$ cat src/sphpa_pkg.sv
// shared types and constants for the sph particle accumulator
package sphpa_pkg;

	localparam int WORD_W = 32;
	localparam int CFG_W  = 31;
	localparam int PROD_W = 2 * WORD_W;

	localparam logic [CFG_W-1:0] RADIUS_RST     = 31'd65536;
	localparam logic [CFG_W-1:0] DENS_SCALE_RST = 31'd156469;
	localparam logic [CFG_W-1:0] SLOPE_SCALE_RST = 31'd312939;
	localparam logic [CFG_W-1:0] VISC_SCALE_RST = 31'd102688;
	localparam logic [CFG_W-1:0] PRESS_GAIN_RST = 31'd65536;
	localparam logic [CFG_W-1:0] VISC_GAIN_RST  = 31'd65536;

	typedef enum logic [2:0] {
		REG_RADIUS      = 3'd0,
		REG_DENS_SCALE  = 3'd1,
		REG_SLOPE_SCALE = 3'd2,
		REG_VISC_SCALE  = 3'd3,
		REG_PRESS_GAIN  = 3'd4,
		REG_VISC_GAIN   = 3'd5
	} cfg_reg_t;

	typedef enum logic {
		OP_LOAD      = 1'b0,
		OP_NEIGHBOUR = 1'b1
	} opcode_t;

	typedef enum logic [5:0] {
		ST_IDLE, ST_OFF, ST_SQ, ST_SQ_ACC, ST_ROOT, ST_ROOT_W,
		ST_DK1, ST_DK2, ST_DK3,
		ST_P1, ST_P2, ST_P3, ST_P4,
		ST_PD, ST_PD_W, ST_PM1, ST_PM2, ST_PM3, ST_PM_W,
		ST_W1, ST_W2, ST_W3, ST_W4, ST_W5, ST_W6,
		ST_V1, ST_V2, ST_FIN,
		ST_FD1, ST_FD2, ST_FD3, ST_FV1, ST_FV2, ST_EMIT
	} state_t;

endpackage

$ cat src/sphpa_mul.sv
// shared signed multiplier with registered product
module sphpa_mul import sphpa_pkg::*; (
	input  logic                     clk,
	input  logic signed [WORD_W-1:0] a,
	input  logic signed [WORD_W-1:0] b,
	output logic signed [PROD_W-1:0] prod
);

	logic signed [PROD_W-1:0] prod_q;

	always_ff @(posedge clk) begin
		prod_q <= a * b;
	end

	assign prod = prod_q;

endmodule

$ cat config.mk
export PLATFORM = sky130hd
export DESIGN_NAME = sphpa_mul
export DESIGN_NICKNAME = d
export VERILOG_FILES = /design/src/sphpa_pkg.sv /design/src/sphpa_mul.sv
export SDC_FILE = /design/constraint.sdc
export NUM_CORES = 2
export LEC_CHECK = 0
export BUFFER_PORTS_ARGS = -buffer_cell sky130_fd_sc_hd__buf_2
export CAP_MARGIN = 20
export CORE_ASPECT_RATIO = 0.9
export CORE_MARGIN = 5
export CORE_UTILIZATION = 46
export DETAILED_ROUTE_END_ITERATION = 12
export MAX_ROUTING_LAYER = met4
export PLACE_DENSITY = 0.66
export SKIP_CTS_REPAIR_TIMING = 1
export SYNTH_ARGS = -nofsm -noshare
export SYNTH_HDL_FRONTEND = slang
export SYNTH_SLANG_ARGS = --single-unit
$ cat constraint.sdc
create_clock -name clk -period 11.3 [get_ports clk]
set_input_delay 1.695 -clock clk [delete_from_list [all_inputs] [get_ports clk]]
set_output_delay 1.695 -clock clk [all_outputs]
set_load 0.05 [all_outputs]
==> impl_metrics.env <==
export IMPL_grt_usage=0.245
export IMPL_io_buffers=128
export IMPL_dp_cells=4902
export IMPL_fin_crit_sh=0.855
export IMPL_rsz0062_at_grt="no"
export IMPL_start_kind="input port"
export IMPL_max_cap_violations=0
export IMPL_io_pins=129
export IMPL_fill_cells=7505
export IMPL_drive_above_1_share=0.0511
export IMPL_final_nets=5184
export IMPL_h_tree_depth=3
export IMPL_final_cells=4925
export IMPL_yosysSeqAreaShare=0.0344
export IMPL_critPathMaxFanout=32
export IMPL_hold_path_depth=2
export IMPL_tns_ns=0
export IMPL_syn_num_nets=5215
export IMPL_place_congestion=0.907
export IMPL_vias=25100
export IMPL_clkSinkCount=64
export IMPL_avgViaCountPerCell=5.10
export IMPL_min_from="a[0]"
export IMPL_dr_pass1_iters=5
export IMPL_overflow=0
export IMPL_route_detailed_drc=0
export IMPL_wl_per_cell_um=19.7
export IMPL_cts_root_buf="clkbuf_16"
export IMPL_syn_area_per_cell_um2=9.59
export IMPL_layout_common_cells="1,082 x fa_1, 952 x inv_1, 516 x and2_1"
export IMPL_synthArstFlopShare=0
export IMPL_cp_required_ns=11.61
export IMPL_start_util=0.462
export IMPL_finalHoldWorstSlack_ns=1.96
export IMPL_grt_pass1_wl_um=160000
export IMPL_dp_slack_ns=1.24
export IMPL_setup_ws_ns=1.64
export IMPL_end_kind="register"
export IMPL_worst_slew_pin_slew_ns=1.35
export IMPL_worstPathArrival_ns=9.96
export IMPL_ant_nets=0
export IMPL_clk_pin_slew_ns=0.07
export IMPL_cts_buffers=9
export IMPL_synthTopCellsByArea="fa_1 58%, inv_1 9.6%, and2_1 8.7%, ha_1 6.2%, nand2_1 5.2%"
export IMPL_netlist_cell_type_count=63
export IMPL_syn_cell_area_mm2=0.0372
export IMPL_tritoncts="done"
export IMPL_final_max_slew_viol_count=0
export IMPL_ys_warn_count=0
export IMPL_max_freq_mhz=104
export IMPL_synth_ff_latch_count=64
export IMPL_largest_reg_flops=64
export IMPL_grt_pass1_vias=27800
export IMPL_die_y_um=280
export IMPL_timing_final_crit_period_ns=9.66
export IMPL_relSlewSlack=0.101
export IMPL_synth_edf_count=0
export IMPL_clockBufferDepth=2
export IMPL_wirelength_um=97100
export IMPL_synthCells=3884
export IMPL_status="complete, no violations"
export IMPL_die_w_um=310
export IMPL_finalSetupViolCount=0
export IMPL_synth_top_area_frac=0.582
export IMPL_die_area_mm2=0.0868
export IMPL_holdPathEnd="prod[0]"
export IMPL_grt_max_degree=33
export IMPL_hold_viol=0
export IMPL_synthFlopType="dfxtp_1"
export IMPL_dp_hpwl_um=80200
export IMPL_antenna_found_initial=6
export IMPL_drtIter0Drc=1525
export IMPL_criticalPathCategory="input port to register"
export IMPL_final_common_cell="fa_1"
export IMPL_yosys_area_top_type="fa_1"
export IMPL_fp_row_count=99
export IMPL_core_mm2=0.0806
export IMPL_min_path_type="input port to register"
export IMPL_area_delta_synth_final_pct=4.73
## critical path, stage by stage
cell and delay, ns:
buf_2 0.68, nand2_1 0.29, fa_1 0.68, fa_1 0.90, fa_1 0.48, inv_1 0.44, fa_1 0.55, fa_1 0.55
fa_1 0.51, inv_1 0.05, fa_1 0.50, inv_1 0.06, fa_1 0.48, ha_1 0.37, a21o_1 0.18, a21o_1 0.17
a21oi_1 0.24, nand3b_1 0.11, a311oi_1 0.45, o31ai_1 0.15, a21oi_1 0.23, xnor2_1 0.15
## routing by layer
metal / part of all wire / wire (um) / global-route usage
met1: 0.45 / 43400 / 0.353
met2: 0.45 / 43500 / 0.365
met3: 0.094 / 9090 / 0.0655
met4: 0.010 / 1020 / 0.0299
met5: 0 / 0 / -
## per-stage QoR
| step | util | area, um^2 |
|---|---|---|
| after floorplan | - | 37200 |
| after global placement | 0.480 | 38700 |
| after detailed placement | 0.480 | 38700 |
| after CTS | 0.483 | 39000 |
| after global routing | 0.484 | 39000 |
| final | 0.484 | 39000 |
## synth_stat cells, drive strengths merged (8+ instances only)
master / instances
a21o: 25
a211oi: 8
xor2: 22
nand2: 511
and3: 9
ha: 184
a31oi: 13
xnor2: 53
fa: 1082
clkbuf: 195
inv: 952
a21oi: 68
nand2b: 9
nand3: 15
nor2: 42
o21bai: 15
o21ai: 31
dfxtp: 64
and2: 516
## logic make-up after synthesis
| group | synth area share |
|---|---|
| adder cells (fa/ha/maj) | 0.643 |
| buffers and inverters | 0.116 |
| XOR/XNOR | 0.0176 |
| flip-flops | 0.0344 |
| AO/OA/AOI/OAI | 0.0346 |
| AND/OR/NAND/NOR | 0.154 |
## final cells by class
cell class                 instances  area, um^2  share of cell area
clock inverter                     6        67.6             0.00173
timing repair buffer             158         866              0.0222
sequential                        64        1280              0.0328
tap                             1060        1330              0.0340
inverter                         952        3570              0.0916
antenna                            7        17.5            0.000449
multi-input combinational       2668       31600               0.811
clock buffer                      10         239             0.00613
## worst max path at each step
stage	startpoint	endpoint	slack, ns	cells past startpoint
floorplan	b[2]	prod[62]	2.34	24
global placement	b[8]	prod[63]	1.41	22
CTS	b[5]	prod[62]	1.65	25
global route	b[5]	prod[62]	1.25	25
detailed placement	b[5]	prod[62]	1.24	25
finish	b[8]	prod[63]	1.64	22
Power is not shown: default switching activity piles up to over one toggle a cycle in this logic, so the estimate is an artifact.
