File: config.mk
export PLATFORM = sky130hd
export DESIGN_NAME = sphpa_sqrt
export DESIGN_NICKNAME = d
export VERILOG_FILES = /design/src/sphpa_pkg.sv /design/src/sphpa_sqrt.sv
export SDC_FILE = /design/constraint.sdc
export NUM_CORES = 1
export LEC_CHECK = 0
export BUFFER_PORTS_ARGS = -buffer_cell sky130_fd_sc_hd__buf_4
export CORE_ASPECT_RATIO = 0.6
export CORE_MARGIN = 2
export CORE_UTILIZATION = 61
export DETAILED_ROUTE_END_ITERATION = 10
export GPL_TIMING_DRIVEN = 1
export PLACE_DENSITY = 0.84
export SETUP_SLACK_MARGIN = 0.2
export SKIP_LAST_GASP = 1
export SLEW_MARGIN = 20
export SYNTH_ARGS = -nofsm -noshare
export SYNTH_HDL_FRONTEND = slang
export SYNTH_SLANG_ARGS = --single-unit
File: constraint.sdc
create_clock -name clk -period 4.41 [get_ports clk]
set_clock_uncertainty 0.2 [all_clocks]
set_input_delay 0.441 -clock clk [delete_from_list [all_inputs] [get_ports clk]]
set_output_delay 0.441 -clock clk [all_outputs]
set_load 0.01 [all_outputs]
File: src/sphpa_pkg.sv
// shared types and constants for the sph particle accumulator
package sphpa_pkg;

	localparam int WORD_W = 32;
	localparam int CFG_W  = 31;
	localparam int PROD_W = 2 * WORD_W;

	localparam logic [CFG_W-1:0] RADIUS_RST     = 31'd65536;
	localparam logic [CFG_W-1:0] DENS_SCALE_RST = 31'd156469;
	localparam logic [CFG_W-1:0] SLOPE_SCALE_RST = 31'd312939;
	localparam logic [CFG_W-1:0] VISC_SCALE_RST = 31'd102688;
	localparam logic [CFG_W-1:0] PRESS_GAIN_RST = 31'd65536;
	localparam logic [CFG_W-1:0] VISC_GAIN_RST  = 31'd65536;

	typedef enum logic [2:0] {
		REG_RADIUS      = 3'd0,
		REG_DENS_SCALE  = 3'd1,
		REG_SLOPE_SCALE = 3'd2,
		REG_VISC_SCALE  = 3'd3,
		REG_PRESS_GAIN  = 3'd4,
		REG_VISC_GAIN   = 3'd5
	} cfg_reg_t;

	typedef enum logic {
		OP_LOAD      = 1'b0,
		OP_NEIGHBOUR = 1'b1
	} opcode_t;

	typedef enum logic [5:0] {
		ST_IDLE, ST_OFF, ST_SQ, ST_SQ_ACC, ST_ROOT, ST_ROOT_W,
		ST_DK1, ST_DK2, ST_DK3,
		ST_P1, ST_P2, ST_P3, ST_P4,
		ST_PD, ST_PD_W, ST_PM1, ST_PM2, ST_PM3, ST_PM_W,
		ST_W1, ST_W2, ST_W3, ST_W4, ST_W5, ST_W6,
		ST_V1, ST_V2, ST_FIN,
		ST_FD1, ST_FD2, ST_FD3, ST_FV1, ST_FV2, ST_EMIT
	} state_t;

endpackage

File: src/sphpa_sqrt.sv
// iterative integer square root, two radicand bits per cycle
module sphpa_sqrt import sphpa_pkg::*; (
	input  logic              clk,
	input  logic              arst_n,
	input  logic              start,
	input  logic [PROD_W-1:0] radicand,
	output logic              busy,
	output logic [WORD_W-1:0] root
);

	logic [PROD_W-1:0] rad_q;
	logic [WORD_W+1:0] rem_q;
	logic [WORD_W-1:0] root_q;
	logic [5:0]        cnt_q;
	logic              busy_q;

	logic [WORD_W+3:0] remx;
	logic [WORD_W+3:0] trial;
	logic [WORD_W+3:0] diff;
	logic              ge;

	assign remx  = {rem_q, rad_q[PROD_W-1 -: 2]};
	assign trial = (WORD_W+4)'({root_q, 2'b01});
	assign diff  = remx - trial;
	assign ge    = remx >= trial;

	always_ff @(posedge clk or negedge arst_n) begin
		if (!arst_n) begin
			busy_q <= 1'b0;
			cnt_q  <= '0;
		end else if (start) begin
			busy_q <= 1'b1;
			cnt_q  <= 6'(WORD_W);
		end else if (busy_q) begin
			cnt_q <= cnt_q - 6'd1;
			if (cnt_q == 6'd1) begin
				busy_q <= 1'b0;
			end
		end
	end

	always_ff @(posedge clk) begin
		if (start) begin
			rad_q  <= radicand;
			rem_q  <= '0;
			root_q <= '0;
		end else if (busy_q) begin
			rad_q  <= {rad_q[PROD_W-3:0], 2'b00};
			rem_q  <= ge ? diff[WORD_W+1:0] : remx[WORD_W+1:0];
			root_q <= {root_q[WORD_W-2:0], ge};
		end
	end

	assign busy = busy_q;
	assign root = root_q;

endmodule

==> reports/metrics.yaml <==
pwr:
  p_comb_frac: 0.467
  clkPwrFrac: 0.247
  p_seq_frac: 0.286
  p_switching_w: 0.00236
  p_leak_nw: 3.87
  max-vdd-ir-drop_v: 0.000478
  p_per_area_nw_per_um2: 692
  internal_power_w: 0.00379
  p_sw_frac: 0.383
synth:
  synth_top_area_share: 0.259
  synth_area_um2: 7420
  synthTopCellsByArea: "edfxtp_1 (26%), dfxtp_1 (18%), mux2_2 (9.6%)"
  synth_area_per_cell_um2: 10.2
  ys.flop_type: "dfxtp_1"
  yosys_warnings: 0
  async_reset_ff_frac: 0.0511
  synth_nets: 833
  synth_cells: 730
  ys_seq_area_frac: 0.461
  synth_edf_count: 64
  ys_types: 57
  ys_ff_latch: 137
  yosysTopAreaCell: "edfxtp_1"
  yosysMostFrequentCell: "nor2_1"
  ys_top_cells_by_count: "nor2_1 (102), dfxtp_1 (66), edfxtp_1 (64)"
grt:
  grt_max_degree: 89
  grt_pass1_wl_um: 26900
  overflow: 0
  gr-usage-all-layers: 0.261
  grt_antenna_before_repair: 0
  grt_pass1_vias: 5469
layout:
  drive_above_1_share: 0.245
  fin_area_um2: 8890
  final_nets: 918
  final_cells: 993
  area_growth_pct: 19.8
  diodes: 0
routing:
  num_vias: 5734
  drc: 0
  dr.pass1.iters: 5
  routed_via_density: 5.77
  postRouteAntennaNets: 0
  drt-total-wl_um: 16900
  wl_per_cell_um: 17.0
  dr.first_iter.drc_count: 406
timing:
  setup_viol: 0
  period_minus_slack_ps: 3800
  fin_tns_setup_ps: 0
  period_share: 0.863
  slew_headroom: 0.329
  rsz0062_at_grt: "no"
  holdWs_ps: 110
  worst_slack_ps: 606
  max_freq_ghz: 0.263
  worst_slew_pin_slew_ps: 1010
  final-hold-violation-count: 0
  finalMaxSlewViolations: 0
cts:
  clk_pin_slew_worst_paths_ps: 60
  htree_levels: 4
  clockRootBuffer: "clkbuf_16"
  clkLatencyLatePin_ps: 420
  clockBufferDepth: 2
  cts_made_buffers: 17
  tritoncts: "yes"
  clock_sinks: 137
min_path:
  worstHoldPathCells: 2
  hold_start: "radicand[0]"
  hold_class: "input port to flop"
  holdPathEnd: "rad_q[0]"
critical_path:
  reg2reg_to: "rem_q[10]"
  critical_path_class: "flop to flop"
  reg2reg_from: "root[21]"
  worst_setup_path_start_kind: "flop"
  slowest_delay_ps: 700
  critical_path_arrival_ps: 3930
  ff2ff_setup_slack_ps: 610
  critPathSlowestCell: "a31oi_4"
  crit_required_ps: 4540
  cp_cell_sequence: "inv_1, ha_1, a21oi_1, o22ai_1, o221a_1, a2111o_1, a32o_1, a31oi_4, buf_12, nand2_1, o211a_1, nor3_1"
  crit_fanout: 32
  crit_buf_inv: 2
  crit_family: "compound AO/OA/AOI/OAI gates"
  critical_path.startpoint: "root[21]"
  r2r_cells: 12
  cp-end-kind: "flop"
die:
  dieWidth_um: 146
  rows: 31
  dieHeight_um: 89.4
  core_area_um2: 11900
  die_area_um2: 13100
  io_pins: 100
  start_util: 0.621
place:
  place_hpwl_um: 11400
  dp_slack_ps: 690
  finalWeightedCongestion: 0.918
  post_dp_cell_area_um2: 8250
  io_buffer_count: 99
  post-place-cells: 960
run:
  drv_cap: 0
status:
  run_status: "finished clean"
flip-flops by register name, indices dropped and copies added (netlist names):
| register | cells |
|---|---|
| busy | 1 |
| cnt_q | 6 |
| rad_q | 64 |
| rem_q | 34 |
| root | 32 |
cell type report:
type | count | area (µm²)
Sequential cell | 137 | 3420
Tap cell | 165 | 206
Clock buffer | 18 | 429
Inverter | 42 | 158
Multi-Input combinational cell | 512 | 3670
Fill cell | 901 | 3060
Clock inverter | 14 | 199
Timing Repair Buffer | 105 | 803
per-layer routing:
metal	GRT usage	part of all wire
met3	0.0668	0.058
met5	0	0
met4	0.0794	0.010
met1	0.368	0.48
met2	0.404	0.45
worst max path at each step:
| stage | end | slack (ps) | cells after the start |
|---|---|---|---|
| after floorplan | rem_q[14] | 1300 | 11 |
| after global placement | rem_q[14] | 810 | 11 |
| after detailed placement | rem_q[4] | 690 | 11 |
| after CTS | rem_q[4] | 670 | 11 |
| after global routing | rem_q[33] | 340 | 11 |
| final | rem_q[10] | 610 | 12 |
power groups by stage:
stage	clock network [W]	logic, W	registers [W]
2_1_floorplan	0	0.00223	0.00172
4_1_cts	0.00154	0.00283	0.00175
5_1_grt	0.00159	0.00317	0.00178
6_report	0.00152	0.00287	0.00176
3_5_place_dp	0	0.00276	0.00177
3_3_place_gp	0	0.00267	0.00176
what timing repair did:
action                    in CTS  in global routing
gates resized for setup        0                  0
setup buffers                  0                  0
hold endpoints to repair       7                  0
hold buffers                   1                  0
through the flow:
stage               power (W)   util
detailed placement    0.00454  0.690
finish                0.00615  0.744
floorplan             0.00395      -
CTS                   0.00612  0.744
global route          0.00654  0.744
global placement      0.00444  0.690
cells by family after synthesis:
group	after synthesis	share of synthesized area
xor gates and xnor gates	32	0.0378
AOI/OAI and AO/OA	149	0.132
DFF	137	0.461
adders and majority gates	36	0.0607
buffers and inverters	81	0.0445
muxes	102	0.148
and+or+nand+nor	193	0.116
placed cells by master, fill, tap and decap left out, types with 17 or more instances in the layout:
master | netlist | final
a211oi_1 | 23 | 23
a21oi_1 | 49 | 49
buf_4 | 4 | 103
clkbuf_16 | 0 | 17
dfxtp_1 | 66 | 66
edfxtp_1 | 64 | 64
ha_1 | 36 | 36
inv_1 | 42 | 41
mux2_2 | 63 | 63
mux2i_1 | 39 | 39
nand2_1 | 30 | 30
nor2_1 | 102 | 102
nor3_1 | 17 | 17
o21ai_0 | 25 | 25
Power figures use the tool's default switching activity.
