[src/sphpa_pkg.sv]
// shared types and constants for the sph particle accumulator
package sphpa_pkg;

	localparam int WORD_W = 32;
	localparam int CFG_W  = 31;
	localparam int PROD_W = 2 * WORD_W;

	localparam logic [CFG_W-1:0] RADIUS_RST     = 31'd65536;
	localparam logic [CFG_W-1:0] DENS_SCALE_RST = 31'd156469;
	localparam logic [CFG_W-1:0] SLOPE_SCALE_RST = 31'd312939;
	localparam logic [CFG_W-1:0] VISC_SCALE_RST = 31'd102688;
	localparam logic [CFG_W-1:0] PRESS_GAIN_RST = 31'd65536;
	localparam logic [CFG_W-1:0] VISC_GAIN_RST  = 31'd65536;

	typedef enum logic [2:0] {
		REG_RADIUS      = 3'd0,
		REG_DENS_SCALE  = 3'd1,
		REG_SLOPE_SCALE = 3'd2,
		REG_VISC_SCALE  = 3'd3,
		REG_PRESS_GAIN  = 3'd4,
		REG_VISC_GAIN   = 3'd5
	} cfg_reg_t;

	typedef enum logic {
		OP_LOAD      = 1'b0,
		OP_NEIGHBOUR = 1'b1
	} opcode_t;

	typedef enum logic [5:0] {
		ST_IDLE, ST_OFF, ST_SQ, ST_SQ_ACC, ST_ROOT, ST_ROOT_W,
		ST_DK1, ST_DK2, ST_DK3,
		ST_P1, ST_P2, ST_P3, ST_P4,
		ST_PD, ST_PD_W, ST_PM1, ST_PM2, ST_PM3, ST_PM_W,
		ST_W1, ST_W2, ST_W3, ST_W4, ST_W5, ST_W6,
		ST_V1, ST_V2, ST_FIN,
		ST_FD1, ST_FD2, ST_FD3, ST_FV1, ST_FV2, ST_EMIT
	} state_t;

endpackage

[src/sphpa_div.sv]
// iterative signed-magnitude divider, one quotient bit per cycle, truncating
module sphpa_div import sphpa_pkg::*; #(
	parameter int MAG_W = 48
) (
	input  logic              clk,
	input  logic              arst_n,
	input  logic              start,
	input  logic              neg,
	input  logic [MAG_W-1:0]  dividend,
	input  logic [WORD_W-1:0] divisor,
	output logic              busy,
	output logic signed [MAG_W:0] quot
);

	localparam int CNT_W = $clog2(MAG_W + 1);

	logic [MAG_W-1:0]  num_q;
	logic [WORD_W-1:0] rem_q;
	logic [WORD_W-1:0] den_q;
	logic              neg_q;
	logic [CNT_W-1:0]  cnt_q;
	logic              busy_q;

	logic [WORD_W:0] remx;
	logic [WORD_W:0] diff;
	logic            ge;

	assign remx = {rem_q, num_q[MAG_W-1]};
	assign diff = remx - {1'b0, den_q};
	assign ge   = remx >= {1'b0, den_q};

	always_ff @(posedge clk or negedge arst_n) begin
		if (!arst_n) begin
			busy_q <= 1'b0;
			cnt_q  <= '0;
		end else if (start) begin
			busy_q <= 1'b1;
			cnt_q  <= CNT_W'(MAG_W);
		end else if (busy_q) begin
			cnt_q <= cnt_q - CNT_W'(1);
			if (cnt_q == CNT_W'(1)) begin
				busy_q <= 1'b0;
			end
		end
	end

	always_ff @(posedge clk) begin
		if (start) begin
			num_q <= dividend;
			rem_q <= '0;
			den_q <= divisor;
			neg_q <= neg;
		end else if (busy_q) begin
			rem_q <= ge ? diff[WORD_W-1:0] : remx[WORD_W-1:0];
			num_q <= {num_q[MAG_W-2:0], ge};
		end
	end

	assign busy = busy_q;
	assign quot = neg_q ? -$signed({1'b0, num_q}) : $signed({1'b0, num_q});

endmodule
[config.mk]
export PLATFORM = sky130hd
export DESIGN_NAME = sphpa_div
export DESIGN_NICKNAME = d
export VERILOG_FILES = /design/src/sphpa_pkg.sv /design/src/sphpa_div.sv
export SDC_FILE = /design/constraint.sdc
export NUM_CORES = 1
export LEC_CHECK = 0
export BUFFER_PORTS_ARGS = -buffer_cell sky130_fd_sc_hd__buf_2
export CORE_MARGIN = 2
export CORE_UTILIZATION = 52
export DETAILED_ROUTE_END_ITERATION = 10
export PLACE_DENSITY_LB_ADDON = 0.15
export SLEW_MARGIN = 30
export SYNTH_ARGS = -nofsm -noshare
export SYNTH_HDL_FRONTEND = slang
export SYNTH_SLANG_ARGS = --single-unit
[constraint.sdc]
create_clock -name clk -period 3.1 [get_ports clk]
set_input_delay 0.62 -clock clk [delete_from_list [all_inputs] [get_ports clk]]
set_output_delay 0.62 -clock clk [all_outputs]
set_load 0.01 [all_outputs]
==> metrics <==
crit-path cells=or4_4 -> or4_4 -> or3_4 -> inv_4 -> nand2_4 -> or3_4 -> o31ai_4 -> xnor2_2 -> buf_2; Worst-Skew Late Latency=between 0.4 and 0.5 ns; filler instances=approximately 1000; CP startpoint kind=register; std cell rows=44; flops & latches, synth=120; CP arrival=3.20 ns; Int Power=4.90 mW; CTS Hold Bufs=0; Post-Syn Nets=907; YS warnings=0; number of buffers created by CTS=17; initial DRC count=around 370; Clk pwr share=0.257; Placed Area=9330 um2; post-place setup slack=-0.326 ns; first-pass GRT wire length=around 34000 um; Pleak=4.40 nW; Placer Congestion=0.916; CTS max path bufs=2; max-slew violations=0; io pins=134; CP endpoint kind=output port; Residual DRC=0; cell area after layout=around 10000 um2; Ant. Diodes=0; Cells after Synth=just under 800; final WL=between 20000 and 25000 um; slowest CP cell=or4_4; GR Util All Layers=0.262; CTS clk-pin slew, worst paths=about 0.060 ns; via count=approximately 6800; global route total overflow=0; CP max FO=3; final worst slack=-0.723 ns; Die Width=126 um; ys flop type=edfxtp_1; Min-Delay Path Class=input port to asynchronous set/reset pin; final period utilization=1.23; CP bufs+invs=2; switching portion of total power=0.358; critical path data required time=2.48 ns; largest net degree at the start of global routing=123; number of unique standard cell types used by synthesis=74; Setup-failing EPs final=31; maximum vdd drop=between 0.3 and 0.4 mV; Starting Density=0.533; H-tree levels=4; Syn Area/Cell=approximately 9.9 um2; Fmax achieved=~260 MHz; number of max-cap violations=0; min Tclk post-route=approximately 3.8 ns; routed len/inst=17.4 um; Final Util=0.713; CP max stage delay=0.56 ns; relative slew slack=0.504; EDFF count, synth=81; ys async rst share=0.0583; net switching power=2.74 mW; vias per cell=5.73; Area Overhead vs Synth=33.7%; placed instance count=1149; I/O Buffers=133; Detail Route Antenna Nets=0; Non-Filler Instances=1193; Setup CP Type=register to output port; dpl hpwl=14300 um; initial antenna violation count=0; combinational power share=0.445; worst-margin pin slew=0.743 ns; post-synthesis cell area=just under 8000 um2; CTS tree=yes; clock skew=0.00846 ns; run status=finished, violations left; register area share after synthesis=0.418; Hold Fails Final Rpt=0; Reg power frac=0.299; Clock Sinks=120; RSZ-0062 raised after global routing=yes; Root Buffer=clkbuf_16; failing checks=setup timing; CORE AREA=14600 um2; nets=about 1100; Pwr per Cell Area=735 nW/um2; crit-path leading delay family=simple AND/OR/NAND/NOR gates; post-route total power=between 7 and 8 mW; share of cells above drive strength 1=0.387; Pre-Repair DR Iteration Count=6; vias in the first global route=6973; die area=between 15000 and 20000 um2; chip height=126 um
==> final timing paths <==
path / startpoint / end / slack (ns) / depth (start not counted)
setup / recovery: num_q[10] / quot[38] / -0.72 / 9
max in group asynchronous: arst_n / busy / 2.90 / 1
setup reg to reg: den_q[14] / rem_q[23] / 0.11 / 12
min in group clk: divisor[18] / den_q[18] / 0.37 / 1
hold reg to reg: rem_q[28] / rem_q[29] / 0.49 / 2
hold / removal: arst_n / cnt_q[4] / 0.03 / 1
==> cell families after synthesis <==
| logic type | synth area share |
|---|---|
| compound gates | 0.159 |
| xor+xnor | 0.0833 |
| fa+ha+maj | 0.0589 |
| buf+inv | 0.0441 |
| flops | 0.418 |
| mux | 0.0783 |
| simple gates | 0.159 |
==> state kept, by name, summed over array words and instances, names as in the netlist <==
register	count
num_q	48
den_q	32
rem_q	32
neg_q	1
cnt_q	6
busy	1
==> power by group through the flow <==
stage	combinational, mW	clock, mW	sequential (mW)
2_1_floorplan	2.11	0	2.26
3_3_place_gp	3.11	0	2.27
3_5_place_dp	3.16	0	2.29
4_1_cts	3.27	2.00	2.27
5_1_grt	3.72	2.07	2.32
6_report	3.40	1.96	2.28
==> placed cells by master, fill, tap and decap left out, types with 9 or more instances in the layout <==
cell type / count
buf_2: 132
buf_4: 95
edfxtp_1: 81
nand2_1: 75
nor2_1: 55
xnor2_1: 53
mux2_2: 47
inv_1: 39
ha_1: 35
dfxtp_1: 32
a21oi_1: 25
o21ai_0: 22
a311oi_1: 19
nand2b_1: 18
clkbuf_16: 17
a21o_1: 15
nor3_1: 14
o31ai_4: 13
nand3_1: 12
xor2_1: 12
nand4_1: 11
a211oi_1: 9
==> what timing repair did <==
item / CTS / global route
pin swaps: 24 / 34
resized for setup: 57 / 26
buffers inserted: 14 / 10
setup endpoints to repair: 44 / 63
==> metal layers <==
metal | vias to the layer above | wire length, um | GRT usage
met4 | 0 | 361 | 0.0840
met1 | 3286 | 8930 | 0.320
met5 | - | 0 | 0
li1 | 3294 | - | -
met3 | 31 | 984 | 0.0515
met2 | 219 | 10400 | 0.467
==> cells in the mapped netlist (4+ instances only) <==
cell type,instances,area share
a211oi_1,11,0.011
a21o_1,15,0.014
a21oi_1,26,0.017
a311oi_1,22,0.025
a31oi_1,6,0.0048
and2_1,4,0.0032
and3_1,5,0.0040
clkbuf_1,38,0.018
dfrtp_1,7,0.023
dfxtp_1,32,0.082
edfxtp_1,81,0.31
ha_1,35,0.056
inv_1,39,0.019
mux2_2,47,0.068
mux2i_1,8,0.010
nand2_1,78,0.038
nand2b_1,19,0.015
nand3_1,12,0.0077
nand4_1,11,0.0088
nor2_1,55,0.027
nor2b_1,8,0.0064
nor3_1,15,0.0097
o211ai_1,6,0.0058
o21a_1,5,0.0048
o21ai_0,30,0.019
o21ai_1,6,0.0039
o31ai_1,11,0.011
o31ai_2,5,0.0080
o41ai_1,4,0.0045
or3_1,8,0.0064
or4_1,5,0.0048
xnor2_1,60,0.068
xor2_1,14,0.016
==> through the flow <==
stage                     hold WS, ns  setup TNS, ns
final                          0.0261         -16.86
after global routing           0.0228         -19.86
after CTS                      0.0148         -17.96
after detailed placement        0.462          -4.87
after global placement          0.454          -3.34
after floorplan                 0.324          -1.98
==> area by class of cell <==
type	count	area, um2	area share
tap	184	230	0.0221
timing repair buffer	235	1500	0.144
sequential	120	3250	0.313
inverter	41	156	0.0150
clock inverter	10	129	0.0124
clock buffer	22	454	0.0437
multi-input combinational	581	4680	0.450
Power figures use the tool's default switching activity.
